<file path="src/design/ole_pkg.sv">
// ----------------------------------------------------------------------------
// ole_pkg: shared types and codes of the ordered list engine
// Request and status codes, the cell operation and the control word that the
// sequencer broadcasts along the row of storage cells.
// ----------------------------------------------------------------------------
`default_nettype none

package ole_pkg;

  localparam int unsigned DataW = 32;
  localparam int unsigned LenW  = 7;
  localparam int unsigned PosW  = 8;
  localparam int unsigned ReqW  = 3;
  localparam int unsigned StatW = 2;

  // Request codes.
  localparam logic [ReqW-1:0] REQ_APPEND    = 3'd0;
  localparam logic [ReqW-1:0] REQ_DEL_FRONT = 3'd1;
  localparam logic [ReqW-1:0] REQ_DEL_BACK  = 3'd2;
  localparam logic [ReqW-1:0] REQ_DEL_POS   = 3'd3;
  localparam logic [ReqW-1:0] REQ_DUMP      = 3'd4;

  // Status codes.
  localparam logic [StatW-1:0] STAT_OK     = 2'd0;
  localparam logic [StatW-1:0] STAT_EMPTY  = 2'd1;
  localparam logic [StatW-1:0] STAT_BADPOS = 2'd2;
  localparam logic [StatW-1:0] STAT_FULL   = 2'd3;

  typedef enum logic [1:0] {
    CELL_HOLD,
    CELL_LOAD,
    CELL_SHIFT,
    CELL_ROTATE
  } cell_op_e;

  // Control word seen by every cell in the same cycle.
  typedef struct packed {
    cell_op_e               op;
    logic [LenW-1:0]        idx;   // target cell of a load, first cell of a shift
    logic [LenW-1:0]        cnt;   // current length, bounds a rotation
    logic signed [DataW-1:0] data; // word written by a load
  } cell_ctrl_t;

endpackage

`default_nettype wire

</file>
<file path="src/design/ole_cell.sv">
// ----------------------------------------------------------------------------
// ole_cell: one storage cell of the list row
// Holds one word; loads, takes its right neighbor's word, or wraps the head
// word around during a rotation.
// ----------------------------------------------------------------------------
`default_nettype none

module ole_cell #(
  parameter int unsigned IDX = 0
) (
  input  wire logic                               clk_i,
  input  wire ole_pkg::cell_ctrl_t                ctrl_i,
  input  wire logic signed [ole_pkg::DataW-1:0]   next_i,
  input  wire logic signed [ole_pkg::DataW-1:0]   head_i,
  output logic signed [ole_pkg::DataW-1:0]        data_o
);
  import ole_pkg::*;

  localparam logic [LenW-1:0] MyIdx  = LenW'(IDX);
  localparam logic [LenW-1:0] MyIdx1 = LenW'(IDX + 1);

  logic signed [DataW-1:0] data_q, data_d;

  always_comb begin
    data_d = data_q;
    case (ctrl_i.op)
      CELL_LOAD: begin
        if (ctrl_i.idx == MyIdx) data_d = ctrl_i.data;
      end
      CELL_SHIFT: begin
        if (MyIdx >= ctrl_i.idx) data_d = next_i;
      end
      CELL_ROTATE: begin
        // The occupied cells turn as a ring; the tail cell takes the head.
        if (MyIdx1 < ctrl_i.cnt) begin
          data_d = next_i;
        end else if (MyIdx1 == ctrl_i.cnt) begin
          data_d = head_i;
        end
      end
      default: data_d = data_q;
    endcase
  end

  always_ff @(posedge clk_i) begin
    data_q <= data_d;
  end

  assign data_o = data_q;

endmodule

`default_nettype wire

</file>
<file path="src/design/ordered_list_engine.sv">
// ----------------------------------------------------------------------------
// ordered_list_engine: bounded ordered list of signed 32-bit words
// Append, delete front, delete back, delete at a 1-based position and dump,
// kept in a row of cells that shift together to close a gap.
// ----------------------------------------------------------------------------
// Timing: a single-result request is registered and shown on the master side
//   in the cycle after it is accepted; a new request waits while the output
//   word is held back. A dump of a non-empty list holds off new requests until
//   its last word is emitted; the cell row turns by one cell per emitted word.
// Reset: rst_ni clears the length, the sequencer and the output valid flag;
//   cell contents are not reset and are only read below the stored length.
`default_nettype none

module ordered_list_engine #(
  parameter int unsigned CAPACITY = 16
) (
  input  wire logic        clk_i,
  input  wire logic        rst_ni,

  input  wire logic        s_axis_tvalid_i,
  output logic             s_axis_tready_o,
  // tdata, lowest bit up: value[31:0], position[39:32]
  input  wire logic [39:0] s_axis_tdata_i,
  // tuser: req_type[2:0]
  input  wire logic [2:0]  s_axis_tuser_i,

  output logic             m_axis_tvalid_o,
  input  wire logic        m_axis_tready_i,
  // tdata, lowest bit up: element[31:0], length[38:32], zero pad[39]
  output logic [39:0]      m_axis_tdata_o,
  // tuser: status[1:0]
  output logic [1:0]       m_axis_tuser_o,
  output logic             m_axis_tlast_o
);
  import ole_pkg::*;

  // The length register is sized for CAPACITY itself; the dump counter
  // only has to reach CAPACITY - 1.
  localparam int unsigned CntW = $clog2(CAPACITY + 1);
  localparam int unsigned IdxW = $clog2(CAPACITY);

  typedef enum logic {
    ST_IDLE,
    ST_DUMP
  } state_e;

  // Input word fields.
  logic [ReqW-1:0]         req_type;
  logic signed [DataW-1:0] req_value;
  logic [PosW-1:0]         req_pos;

  assign req_type  = s_axis_tuser_i;
  assign req_value = s_axis_tdata_i[DataW-1:0];
  assign req_pos   = s_axis_tdata_i[DataW +: PosW];

  state_e                  state_q, state_d;
  logic [CntW-1:0]         count_q, count_d;
  logic [IdxW-1:0]         dump_idx_q, dump_idx_d;
  logic                    out_valid_q, out_valid_d;
  logic [StatW-1:0]        out_status_q, out_status_d;
  logic signed [DataW-1:0] out_elem_q, out_elem_d;
  logic [LenW-1:0]         out_len_q, out_len_d;
  logic                    out_last_q, out_last_d;

  cell_ctrl_t              cell_ctrl;
  logic signed [DataW-1:0] cell_data [CAPACITY];

  logic out_free;
  logic accept;
  logic is_empty;
  logic is_full;
  logic pos_ok;
  logic dump_last;

  // The output register may be refilled in the cycle its word is taken.
  assign out_free        = !out_valid_q || m_axis_tready_i;
  assign s_axis_tready_o = (state_q == ST_IDLE) && out_free;
  assign accept          = s_axis_tvalid_i && s_axis_tready_o;

  assign is_empty  = (count_q == '0);
  assign is_full   = (count_q == CntW'(CAPACITY));
  assign pos_ok    = (req_pos != '0) && (req_pos <= PosW'(count_q));
  assign dump_last = (dump_idx_q == IdxW'(count_q - CntW'(1)));

  // Request decode and the sequencer that walks a dump.
  always_comb begin
    logic             single;
    logic [StatW-1:0] status;

    single       = 1'b0;
    status       = STAT_OK;
    state_d      = state_q;
    count_d      = count_q;
    dump_idx_d   = dump_idx_q;
    out_valid_d  = out_valid_q && !m_axis_tready_i;
    out_status_d = out_status_q;
    out_elem_d   = out_elem_q;
    out_len_d    = out_len_q;
    out_last_d   = out_last_q;

    cell_ctrl.op   = CELL_HOLD;
    cell_ctrl.idx  = '0;
    cell_ctrl.cnt  = LenW'(count_q);
    cell_ctrl.data = req_value;

    case (state_q)
      ST_IDLE: begin
        if (accept) begin
          single = 1'b1;
          case (req_type)
            REQ_APPEND: begin
              if (is_full) begin
                status = STAT_FULL;
              end else begin
                cell_ctrl.op  = CELL_LOAD;
                cell_ctrl.idx = LenW'(count_q);
                count_d       = count_q + CntW'(1);
              end
            end
            REQ_DEL_FRONT: begin
              if (is_empty) begin
                status = STAT_EMPTY;
              end else begin
                cell_ctrl.op  = CELL_SHIFT;
                cell_ctrl.idx = '0;
                count_d       = count_q - CntW'(1);
              end
            end
            REQ_DEL_BACK: begin
              // Dropping the tail only shortens the list.
              if (is_empty) begin
                status = STAT_EMPTY;
              end else begin
                count_d = count_q - CntW'(1);
              end
            end
            REQ_DEL_POS: begin
              if (is_empty) begin
                status = STAT_EMPTY;
              end else if (!pos_ok) begin
                status = STAT_BADPOS;
              end else begin
                cell_ctrl.op  = CELL_SHIFT;
                cell_ctrl.idx = LenW'(req_pos - PosW'(1));
                count_d       = count_q - CntW'(1);
              end
            end
            REQ_DUMP: begin
              if (is_empty) begin
                status = STAT_EMPTY;
              end else begin
                single     = 1'b0;
                state_d    = ST_DUMP;
                dump_idx_d = '0;
              end
            end
            default: status = STAT_OK;
          endcase
        end
      end

      ST_DUMP: begin
        // Cell 0 always holds the next word; the ring turns as it leaves.
        if (out_free) begin
          out_valid_d  = 1'b1;
          out_status_d = STAT_OK;
          out_elem_d   = cell_data[0];
          out_len_d    = LenW'(count_q);
          out_last_d   = dump_last;
          cell_ctrl.op = CELL_ROTATE;
          if (dump_last) begin
            state_d = ST_IDLE;
          end else begin
            dump_idx_d = dump_idx_q + IdxW'(1);
          end
        end
      end

      default: state_d = ST_IDLE;
    endcase

    if (single) begin
      out_valid_d  = 1'b1;
      out_status_d = status;
      out_elem_d   = '0;
      out_len_d    = LenW'(count_d);
      out_last_d   = 1'b1;
    end
  end

  always_ff @(posedge clk_i or negedge rst_ni) begin
    if (!rst_ni) begin
      state_q      <= ST_IDLE;
      count_q      <= '0;
      dump_idx_q   <= '0;
      out_valid_q  <= 1'b0;
      out_status_q <= STAT_OK;
      out_elem_q   <= '0;
      out_len_q    <= '0;
      out_last_q   <= 1'b0;
    end else begin
      state_q      <= state_d;
      count_q      <= count_d;
      dump_idx_q   <= dump_idx_d;
      out_valid_q  <= out_valid_d;
      out_status_q <= out_status_d;
      out_elem_q   <= out_elem_d;
      out_len_q    <= out_len_d;
      out_last_q   <= out_last_d;
    end
  end

  // Row of cells; each one sees its right neighbor and the head cell.
  for (genvar k = 0; k < CAPACITY; k++) begin : g_cell
    logic signed [DataW-1:0] next_data;

    if (k == CAPACITY - 1) begin : g_tail
      assign next_data = '0;
    end else begin : g_mid
      assign next_data = cell_data[k + 1];
    end

    ole_cell #(
      .IDX (k)
    ) u_cell (
      .clk_i  (clk_i),
      .ctrl_i (cell_ctrl),
      .next_i (next_data),
      .head_i (cell_data[0]),
      .data_o (cell_data[k])
    );
  end

  assign m_axis_tvalid_o = out_valid_q;
  assign m_axis_tdata_o  = {1'b0, out_len_q, out_elem_q};
  assign m_axis_tuser_o  = out_status_q;
  assign m_axis_tlast_o  = out_last_q;

endmodule

`default_nettype wire
</file>
<file path="config.mk">
export PLATFORM = sky130hd
export DESIGN_NAME = ordered_list_engine
export DESIGN_NICKNAME = d
export VERILOG_FILES = /design/src/design/ole_pkg.sv /design/src/design/ole_cell.sv /design/src/design/ordered_list_engine.sv
export SDC_FILE = /design/constraint.sdc
export NUM_CORES = 1
export LEC_CHECK = 0
export BUFFER_PORTS_ARGS = -buffer_cell sky130_fd_sc_hd__buf_2
export CAP_MARGIN = 20
export CORE_MARGIN = 3
export CORE_UTILIZATION = 45
export DETAILED_ROUTE_END_ITERATION = 8
export PLACE_DENSITY = 0.7
export SYNTH_ARGS = -nofsm -noshare
export SYNTH_HDL_FRONTEND = slang
export SYNTH_SLANG_ARGS = --single-unit
</file>
<file path="constraint.sdc">
create_clock -name clk_i -period 10.7 [get_ports clk_i]
set_input_delay 3.21 -clock clk_i [delete_from_list [all_inputs] [get_ports clk_i]]
set_output_delay 3.21 -clock clk_i [all_outputs]
set_load 0.01 [all_outputs]
</file>
Word level (Yosys, flattened, before mapping). Index checks and enable logic that the tools add are counted.

Magnitude comparators: 33. Bitwise logic cells: 1. Equal/unequal tests: 92. Reduce and logical (&&, ||, !) cells: 34. $add $sub $neg: 4. Multiplexer cells: 133.

Operators with widths (number): $mux 32 (66); $pmux 32 s3 (16); $ne 2x1->1 const B (35); $reduce_and 4->1 (16); $eq 7x4->1 const B (8); $ge 4x7->1 const A (8); $ne 3x1->1 const B (15); $eq 4x5->1 const A (8); $lt 4x5->1 const A (8); $mux 9 (4); $mux 5 (6); $eq 7x3->1 const B (4); $ge 3x7->1 const A (4); $mux 7 (4); $pmux 9 s3 (1); $eq 3x5->1 const A (4); $lt 3x5->1 const A (4); $mux 4 (5); $mux 2 (9); $mux 1 (16); $pmux 5 s3 (1); $eq 7x2->1 const B (2); $ge 1x7->1 const A (2); $ge 2x7->1 const A (2); 38 further kinds (49).

Output and inout bits: 45. Register bits after elaboration: 565. Input bits: 47. Word-level logic and storage cells: 321.

Depth between registers and ports, before layout.
Depth in word-level cells: 10. Mapped depth: 13. Gate-level depth less buffers: 10.

Cells and area by module. From an unflattened synthesis, not the netlist that was laid out.

Cells, all modules: 3452. Area total of the unflattened synthesis: 34620.7 µm².

By module, submodules not included: ordered_list_engine (seq. area each 1276.2 µm², instances 1, cells an instance 362, area each 3153.0 µm²); ole_cell at g_cell[1].u_cell (seq. area each 960.9 µm², instances 1, cells an instance 228, area each 2483.6 µm²); ole_cell at g_cell[7].u_cell (seq. area each 960.9 µm², instances 1, cells an instance 230, area each 2469.9 µm²); ole_cell at g_cell[11].u_cell (seq. area each 960.9 µm², instances 1, cells an instance 228, area each 2262.2 µm²); ole_cell at g_cell[3].u_cell (seq. area each 960.9 µm², instances 1, cells an instance 226, area each 2243.4 µm²); ole_cell at g_cell[5].u_cell (seq. area each 960.9 µm², instances 1, cells an instance 201, area each 2089.5 µm²); ole_cell at g_cell[2].u_cell (seq. area each 960.9 µm², instances 1, cells an instance 215, area each 1961.9 µm²); ole_cell at g_cell[0].u_cell (seq. area each 960.9 µm², instances 1, cells an instance 223, area each 1936.9 µm²); ole_cell at g_cell[15].u_cell (seq. area each 960.9 µm², instances 1, cells an instance 188, area each 1839.3 µm²); ole_cell at g_cell[4].u_cell (seq. area each 960.9 µm², instances 1, cells an instance 192, area each 1838.0 µm²); ole_cell at g_cell[8].u_cell (seq. area each 960.9 µm², instances 1, cells an instance 193, area each 1825.5 µm²); ole_cell at g_cell[10].u_cell (seq. area each 960.9 µm², instances 1, cells an instance 191, area each 1814.2 µm²); ole_cell at g_cell[12].u_cell (seq. area each 960.9 µm², instances 1, cells an instance 193, area each 1809.2 µm²); ole_cell at g_cell[13].u_cell (seq. area each 960.9 µm², instances 1, cells an instance 192, area each 1801.7 µm²); 3 more rows.

Worst setup path before layout. No wires, ideal clock.

Kind: in2reg. Start point: input port s_axis_tdata_i[32]. End point: register g_cell[14].u_cell.data_q[0], enable pin. Arrival time: 7.529 ns. Required time: 10.220 ns. Buffers on the path: 1. Setup slack: 2.691 ns. Library setup time: 0.480 ns. Stages on the path: 10. Cell sequence: inv_1 ha_1 a2111oi_4 nand2_1 or2_1 buf_2 o21ai_1 and4_1 nand3_1 a311oi_1.

Word-level cells in the longest chain between the ends: 10. Elaborated cells on any way between the ends: 20. Those cells by class: add/sub: 1; order compare: 2; eq/ne: 7; mux: 6; reduce/logical: 4.

Ends and longest elaborated chain: start: declaration (line ordered_list_engine.sv:23) `input wire logic [39:0] s_axis_tdata_i,`; $le 8x5->1 / $reduce_bool 8->1 (equally long branches) (line ordered_list_engine.sv:82) `assign pos_ok = (req_pos != '0) && (req_pos <= PosW'(count_q));`; $logic_and 1x1->1 (line ordered_list_engine.sv:82); $mux 9 * (line ordered_list_engine.sv:140) `end else if (!pos_ok) begin`; $mux 9 * (line ordered_list_engine.sv:138) `if (is_empty) begin`; $pmux 9 s3 * (line ordered_list_engine.sv:110) `case (req_type)`; $mux 9 * (line ordered_list_engine.sv:108) `if (accept) begin`; $mux 7 / $pmux 2 s2 (equally long branches) (line ordered_list_engine.sv:106) `case (state_q)`; $ge 4x7->1, or another cell as far along (line ole_cell.sv:31) `if (MyIdx >= ctrl_i.idx) data_d = next_i;`; $ne 2x1->1 (no line), or another cell as far along; $reduce_and 4->1 (no line) *; end signal: assignment (line ole_cell.sv:46) `data_q <= data_d;`; end: declaration (line ole_cell.sv:22) `logic signed [DataW-1:0] data_q, data_d;`.

Mark *: on every way between the ends. The rest lies on a longest branch, timed or not. A chain may end at the register's enable or synchronous reset.

Worst setup path in the final report.
Start point: input port m_axis_tready_i. End point: output port s_axis_tready_o.

Word-level cells in the longest chain between the ends: 2.

Ends and longest elaborated chain: start: declaration (line ordered_list_engine.sv:28) `input wire logic m_axis_tready_i,`; $logic_or 1x1->1 (line ordered_list_engine.sv:76) `assign out_free = !out_valid_q || m_axis_tready_i;`; $logic_and 1x1->1 (line ordered_list_engine.sv:77) `assign s_axis_tready_o = (state_q == ST_IDLE) && out_free;`; end: declaration (line ordered_list_engine.sv:21) `output logic s_axis_tready_o,`.

Every way passes these cells.

==> flow_summary.json <==
{
  "status": "completed",
  "cts_tree": "done",
  "diodes": 0,
  "synth_area_mm2": 0.0258,
  "drc": 0,
  "ys_warn_count": 0,
  "clkTransAtPathRegs_ns": 0.06,
  "arrival_ns": 3.75,
  "synth_compound_gate_area_share_pct": 17.2,
  "p_per_area_mw_per_mm2": 325,
  "antenna_found_initial": 0,
  "synth_ff_type": "edfxtp_1",
  "grt_pass1_vias": 18557,
  "die_w_um": 246,
  "yosysSeqAreaShare_pct": 64.4,
  "crit_fanout": 3,
  "avgSynthCellArea_um2": 11.5,
  "clk_latency_ns": 0.62,
  "synth-edff-count": 512,
  "num_vias": 18662,
  "fin_crit_sh_pct": 65.1,
  "max_cap_viol_count": 0,
  "synthAdderAreaFrac_pct": 0.678,
  "grtUsageTotal_pct": 24.2,
  "hp-class": "reg2reg",
  "hpwl_um": 41700,
  "async_flop_share_pct": 9.06,
  "layout.nets": 2271,
  "ys_ff_latch": 563,
  "rows": 87,
  "finalHoldViolations": 0,
  "dieArea_mm2": 0.0604,
  "finalSetupTns_ns": 0,
  "startpoint_type": "input pin",
  "drv_slew": 0,
  "max-slew-margin-rel_pct": 22.7,
  "tightest_slew_ns": 1.16,
  "wl_per_cell_um": 24.5,
  "vdd_drop_max_uv": 202,
  "clock_skew_ns": 0.0135,
  "syn_to_final_growth_pct": 11.7,
  "synth_top_family_by_area": "compound AO/OA/AOI/OAI gates",
  "worst-setup-path-type": "in2out",
  "grt_overflow": 0,
  "drive_gt1_share_pct": 13.4,
  "grt_pass1_wl_um": 113000,
  "final_cells": 3011,
  "max_freq_ghz": 0.144,
  "drt-initial-drc-count": 2238,
  "crit_path_end_kind": "primary output",
  "synthCells": 2242,
  "drtAntennaViolNets": 0,
  "numCtsBuffers": 57,
  "cts_buffer_depth": 3,
  "wl_um": 73600,
  "leakagePower_nw": 10.8,
  "start_util_pct": 45.7,
  "ctsHoldBuffers": 0,
  "crit_required_ns": 7.49,
  "die_h_um": 246,
  "clock-root-buffer": "clkbuf_16",
  "mostFrequentLayoutCells": "nand2_1, edfxtp_1, a22oi_1",
  "place.port_buffers": 88,
  "rsz0062_at_grt": "no",
  "synth_cell_types": 68,
  "ctsResizeCount": 0,
  "synth.area.mux_share_pct": 0.116,
  "ios": 92,
  "final_common_cell": "nand2_1",
  "synthXorXnorAreaFrac_pct": 0.508,
  "dr.pass1.iters": 6,
  "finalSetupViolCount": 0,
  "synth-simple-area-share_pct": 12.9,
  "core_area_mm2": 0.0566,
  "grt_max_degree": 52,
  "post_cts_buffers": 0,
  "cts_max_level": 2,
  "cts_sinks": 563,
  "dpl.cell_count": 2900,
  "drt-vias-per-instance": 6.20,
  "place.gp.congestion": 0.859,
  "finalWorstPathRequiredPeriod_ns": 6.96
}
## state kept, by name, indices dropped and copies added (netlist names)
| register | count |
|---|---|
| g_cell.u_cell.data_o | 512 |
| out_elem_q | 32 |
| count_q | 5 |
| out_len_q | 5 |
| dump_idx_q | 4 |
| m_axis_tuser_o | 2 |
| m_axis_tlast_o | 1 |
| m_axis_tvalid_o | 1 |
| state_q | 1 |
## cell usage after synthesis, types with 14 or more instances
cell      instances  share of area, %
nand2_2          30              0.73
a22o_1           33               1.1
buf_2            64               1.2
a22oi_1         429                12
buf_1            19              0.28
a21oi_1          26              0.50
o21ai_0          41              0.79
nor2_1           40              0.58
nor3_1           14              0.27
edfxtp_1        512                59
nand2_1         648               9.4
ha_1             14              0.68
clkbuf_1        120               1.7
dfrtp_1          51               4.9
buf_4            25              0.73
nand3_1          37              0.72
## routing by layer
metal / vias to the layer above / global-route usage [%] / share of wire (%)
li1: 8229 / - / -
met1: 9334 / 32.8 / 40
met2: 968 / 39.4 / 47
met3: 131 / 4.63 / 9.5
met4: 0 / 7.78 / 2.7
met5: - / 0 / 0
## power by group
group / leakage (nW) / internal [mW] / switching, mW
Clock: 0.904 / 1.17 / 0.851
Sequential: 5.46 / 3.73 / 0.522
Combinational: 4.44 / 0.922 / 2.20
Total: 10.8 / 5.82 / 3.57
## stage by stage
| stage | worst slack, ns | utilization (%) | hold slack [ns] | instance area (um^2) | power, mW |
|---|---|---|---|---|---|
| 3_5_place_dp | 3.32 | 47.5 | 0.479 | 26900 | 7.31 |
| 4_1_cts | 3.74 | 50.8 | 0.498 | 28700 | 9.34 |
| 3_3_place_gp | 3.41 | 47.4 | 0.461 | 26800 | 7.19 |
| 5_1_grt | 3.61 | 51.0 | 0.507 | 28900 | 9.86 |
| 2_1_floorplan | 2.69 | - | 0.491 | 25900 | 6.16 |
| 6_report | 3.74 | 51.0 | 0.492 | 28900 | 9.39 |
## final cells by class
class | instances | area (um^2)
fillers | 4893 | 27700
inverters | 11 | 41.3
repair buffers | 136 | 931
multi-input cells | 1441 | 8440
well taps | 756 | 946
flip-flops and latches | 563 | 16700
clock inverters | 34 | 344
clock buffers | 70 | 1520
## worst max-delay path, cell delays in order
cell	delay [ns]
buf_2	0.10
nor2b_1	0.20
nor2_1	0.08
buf_2	0.16
## logic make-up after synthesis
kind of cell | count (synthesis)
buf+inv | 240
other cells | 1
flops | 563
simple gates | 809
fa+ha+maj | 14
compound gates | 597
xor+xnor | 15
mux | 3
## path summary, 6_finish.rpt
check / startpoint / end / slack [ns] / cells past startpoint
hold reg to reg: out_elem_q[14]$_DFFE_PN0P_ / out_elem_q[14]$_DFFE_PN0P_ / 0.49 / 1
max in group asynchronous: rst_ni / out_elem_q[10]$_DFFE_PN0P_ / 7.40 / 2
setup / recovery: m_axis_tready_i / s_axis_tready_o / 3.74 / 4
setup reg to reg: count_q[3]$_DFF_PN0_ / g_cell[6].u_cell.data_o[17]$_DFFE_PP_ / 5.21 / 12
hold / removal: out_elem_q[14]$_DFFE_PN0P_ / out_elem_q[14]$_DFFE_PN0P_ / 0.49 / 1
min in group asynchronous: rst_ni / m_axis_tuser_o[0]$_DFFE_PN0P_ / 2.75 / 2
No activity file was read; power rests on OpenSTA's default activity.
